$ cat src/rtl/core/slcnt_pkg.sv
package slcnt_pkg;

    localparam int LIST_DEPTH = 1024;
    localparam int ID_WIDTH   = 20;

    localparam int IDX_W   = (LIST_DEPTH > 1) ? $clog2(LIST_DEPTH) : 1;
    localparam int CNT_W   = $clog2(LIST_DEPTH + 1);
    localparam int ENTRY_W = ID_WIDTH + 1;

    localparam int IN_ID_W   = 20;
    localparam int TALLY_W   = 32;
    localparam int S_TDATA_W = 24;
    localparam int M_TDATA_W = 200;
    localparam int ACTION_W  = 2;

    localparam int T_TOTAL = 0;
    localparam int T_REM   = 1;
    localparam int T_ADD0  = 2;
    localparam int T_ADD1  = 3;
    localparam int T_REM0  = 4;
    localparam int T_REM1  = 5;
    localparam int T_NUM   = 6;

    localparam logic [TALLY_W-1:0] TALLY_MAX = '1;

    typedef enum logic [ACTION_W-1:0] {
        ACT_LOAD_OLD = 2'd0,
        ACT_LOAD_NEW = 2'd1,
        ACT_MERGE    = 2'd2,
        ACT_CLEAR    = 2'd3
    } action_t;

    typedef enum logic [1:0] {
        ST_IDLE,
        ST_WALK,
        ST_DONE
    } state_t;

    typedef struct packed {
        logic load_old;
        logic load_new;
        logic merge_start;
        logic walk;
        logic walk_end;
        logic clear;
        logic publish;
    } cmd_t;

    typedef struct packed {
        logic walk_done;
        logic out_full;
    } status_t;

    function automatic logic [TALLY_W-1:0] sat_inc(input logic [TALLY_W-1:0] v,
                                                   input logic en);
        logic [TALLY_W-1:0] r;
        r = v;
        if (en && (v != TALLY_MAX)) begin
            r = v + 1'b1;
        end
        return r;
    endfunction

endpackage

$ cat src/rtl/core/slcnt_ctrl.sv
module slcnt_ctrl (
    input  logic                aclk,
    input  logic                aresetn,
    input  logic                s_tvalid,
    input  slcnt_pkg::action_t  action,
    output logic                s_tready,
    output slcnt_pkg::cmd_t     cmd,
    input  slcnt_pkg::status_t  status
);
    import slcnt_pkg::*;

    state_t state_reg, state_next;
    logic   accept;

    assign accept = s_tvalid && (state_reg == ST_IDLE);

    always_ff @(posedge aclk) begin
        if (!aresetn) begin
            state_reg <= ST_IDLE;
        end else begin
            state_reg <= state_next;
        end
    end

    always_comb begin
        state_next = state_reg;
        case (state_reg)
            ST_IDLE: begin
                if (accept && action == ACT_MERGE) begin
                    state_next = ST_WALK;
                end else if (accept && action == ACT_CLEAR) begin
                    state_next = ST_DONE;
                end
            end
            ST_WALK: begin
                if (status.walk_done) begin
                    state_next = ST_DONE;
                end
            end
            ST_DONE: begin
                if (!status.out_full) begin
                    state_next = ST_IDLE;
                end
            end
            default: state_next = ST_IDLE;
        endcase
    end

    always_comb begin
        s_tready = 1'b0;
        cmd      = '0;
        case (state_reg)
            ST_IDLE: begin
                s_tready         = 1'b1;
                cmd.load_old     = accept && (action == ACT_LOAD_OLD);
                cmd.load_new     = accept && (action == ACT_LOAD_NEW);
                cmd.merge_start  = accept && (action == ACT_MERGE);
                cmd.clear        = accept && (action == ACT_CLEAR);
            end
            ST_WALK: begin
                cmd.walk     = !status.walk_done;
                cmd.walk_end = status.walk_done;
            end
            ST_DONE: begin
                cmd.publish = !status.out_full;
            end
            default: begin
                cmd = '0;
            end
        endcase
    end

endmodule

$ cat config.mk
export PLATFORM = sky130hd
export DESIGN_NAME = slcnt_ctrl
export DESIGN_NICKNAME = d
export VERILOG_FILES = /design/src/rtl/core/slcnt_pkg.sv /design/src/rtl/core/slcnt_ctrl.sv
export SDC_FILE = /design/constraint.sdc
export NUM_CORES = 1
export LEC_CHECK = 0
export ABC_AREA = 0
export BUFFER_PORTS_ARGS = -buffer_cell sky130_fd_sc_hd__buf_2
export CORE_AREA = 5 5 42 44
export CTS_BUF_LIST = sky130_fd_sc_hd__clkbuf_4 sky130_fd_sc_hd__clkbuf_8
export CTS_CLUSTER_DIAMETER = 30
export DETAILED_ROUTE_END_ITERATION = 8
export DIE_AREA = 0 0 47 49
export GPL_TIMING_DRIVEN = 0
export HOLD_SLACK_MARGIN = 0.1
export PLACE_DENSITY = 0.38
export SKIP_LAST_GASP = 1
export SYNTH_ARGS = -nofsm -noshare
export SYNTH_HDL_FRONTEND = slang
export SYNTH_SLANG_ARGS = --single-unit
export TNS_END_PERCENT = 20
$ cat constraint.sdc
create_clock -name aclk -period 1.4 [get_ports aclk]
set_input_delay 0.07 -clock aclk [delete_from_list [all_inputs] [get_ports aclk]]
set_output_delay 0.07 -clock aclk [all_outputs]
set_load 0.01 [all_outputs]
==> metrics.yaml <==
layout:
  n_antenna_cell: 0
  fin_util_pct: 18.9
  drive_gt1_share_pct: 66.7
  fin_cells: 49
  synthToLayoutAreaGrowth_pct: 86.0
  largest_reg_flops: 2
  fin_nets: 42
timing:
  hold_violations: 0
  timing.slew.headroom_pct: 83.2
  worst_pin_slew_ps: 251
  drv_slew: 0
  fin_crit_ps: 1250
  finClkSkew_ps: 0.246
  fin_crit_sh_pct: 89.2
  timing.fmax_mhz: 801
  setup_viol_count_final: 0
  holdWs_ps: 186
  fin_tns_setup_ps: 0
  rsz0062_at_grt: "false"
critical_path:
  slowest_delay_ps: 330
  critPathMaxFanout: 5
  worstPathRequired_ps: 1330
  crit_chain: "nor2_2, and4b_1, buf_4, buf_2"
  worstSetupEndpointType: "output pin"
  crit_slowest_cell: "dfxtp_1"
  critical_path_class: "reg -> out"
  cp.arrival_ps: 1180
  start_kind: "flop"
placement:
  portBuffers: 14
  dp_cells: 45
  routabilityCongestion: 0.614
global_routing:
  antenna_found_initial: 0
  grt_pass1_wl_um: 779
  busiest_layer: "met3"
  grt-ovfl-total: 0
  grt_util_met2_pct: 4.75
  grt_use_met1_pct: 6.11
  grt_max_degree: 6
  grt_usage_pct: 5.34
  grtUsageMet3_pct: 6.64
  first_global_vias: 188
die:
  initial_core_util_pct: 10.2
  die_h_um: 49
  die_x_um: 47
  dieArea_sq_um: 2300
  io_pins: 15
  rows: 14
  core_area_sq_um: 1400
synthesis:
  ys_ff_latch: 2
  yosysUniqueCellTypes: 11
  synthArstFlopShare_pct: 0
  synth_area_sq_um: 143
  synth_nets: 22
  synthCells: 15
  synth_largest_area_cell: "dfxtp_1"
  ys.flop_type: "dfxtp_1"
  synth-warning-count: 0
  yosysMostFrequentCell: "nor3b_1"
  synth.area.top_cells: "dfxtp_1 28%, nor3b_1 16%, and3b_2 14%"
  synth_edf_count: 0
  yosysSeqAreaShare_pct: 28.1
  synth.top_cells.by_count: "3 x nor3b_1, 2 x and3b_2, 2 x dfxtp_1"
  avgSynthCellArea_sq_um: 9.51
  yosys.area.top_type_share_pct: 28.1
worst_hold_path:
  hold_class: "in -> reg"
detailed_routing:
  drt-total-wl_um: 477
  wl_per_cell_um: 9.73
  via_per_inst: 3.69
  vias: 181
  first_pass_iters: 2
  detail-route-antenna-nets: 0
  drt-initial-drc-count: 2
  route.detailed.drc: 0
clock_network:
  clk_path_buf_depth: 2
  cts_tree: "done"
  cts-buffers-inserted: 3
  cts_root_buf: "clkbuf_4"
  cts.clk_slew.worst_paths_ps: 30
  cts_setup_buffers: 0
  cts.htree.levels: 1
  cts_sinks: 2
  insertion_delay_ps: 220
power_and_ir_drop:
  vdd_drop_max_uv: 315
  leakage_nw: 0.140
  total_power_uw: 237
  power_density_nw_per_um2: 892
outcome:
  outcome: "complete, no violations"
job:
  maxCapViolations: 0
## critical path, delay by kind of cell, from the launching register on
family / cells / cell delay, ps
simple gates: 2 / 400
buf+inv: 2 / 220
flops: 1 / 330
## final cells by class
cell class	count	area, sq um
Buffer	1	7.51
Clock buffer	3	22.5
Fill cell	176	1140
Multi-Input combinational cell	12	95.1
Sequential cell	2	40.0
Tap cell	16	20.0
Timing Repair Buffer	15	80.1
## placed cells by master, fill, tap and decap left out
cell	count
buf_2	14
nor3b_1	3
clkbuf_4	3
and3b_2	2
dfxtp_1	2
nor2_2	1
and4b_1	1
nand2_1	1
nor3_1	1
and4_4	1
o31a_1	1
o21a_1	1
buf_4	1
dlygate4sd3_1	1
## report_power, final
part,internal (mW),total (mW),switching [mW]
sequential,0.0601,0.0632,0.00303
combinational,0.0248,0.0454,0.0206
clock,0.0946,0.128,0.0335
total,0.180,0.237,0.0571
## routing by layer
layer	up-vias	routed length, um
met4	0	0
met5	-	0
met1	69	252
met2	17	130
li1	95	-
met3	0	94
## stage by stage
stage                     area [sq um]  setup WS (ps)
final                              265            152
after global routing               265           16.6
after CTS                          265            125
after detailed placement           233            372
after global placement             233            357
after floorplan                    143            390
## timing repair
item / 4_1_cts / 5_1_grt
gates resized for setup: 0 / 0
endpoints found under the hold margin: 2 / 0
hold buffers: 1 / 0
## cells by family after synthesis
kind of cell | share of synthesized area (%)
flip-flops | 28.1
AND/OR/NAND/NOR | 55.3
buffers and inverters | 5.27
AO/OA/AOI/OAI | 11.4
## worst paths after layout
path	slack, ps	cells past startpoint	startpoint	end
worst max-delay path	150	4	state_reg[0]	cmd[4]
worst min-delay path	190	3	status[1]	state_reg[0]
worst max register to register	380	3	state_reg[0]	state_reg[1]
worst min register to register	670	2	state_reg[1]	state_reg[0]
Power figures use the tool's default switching activity.
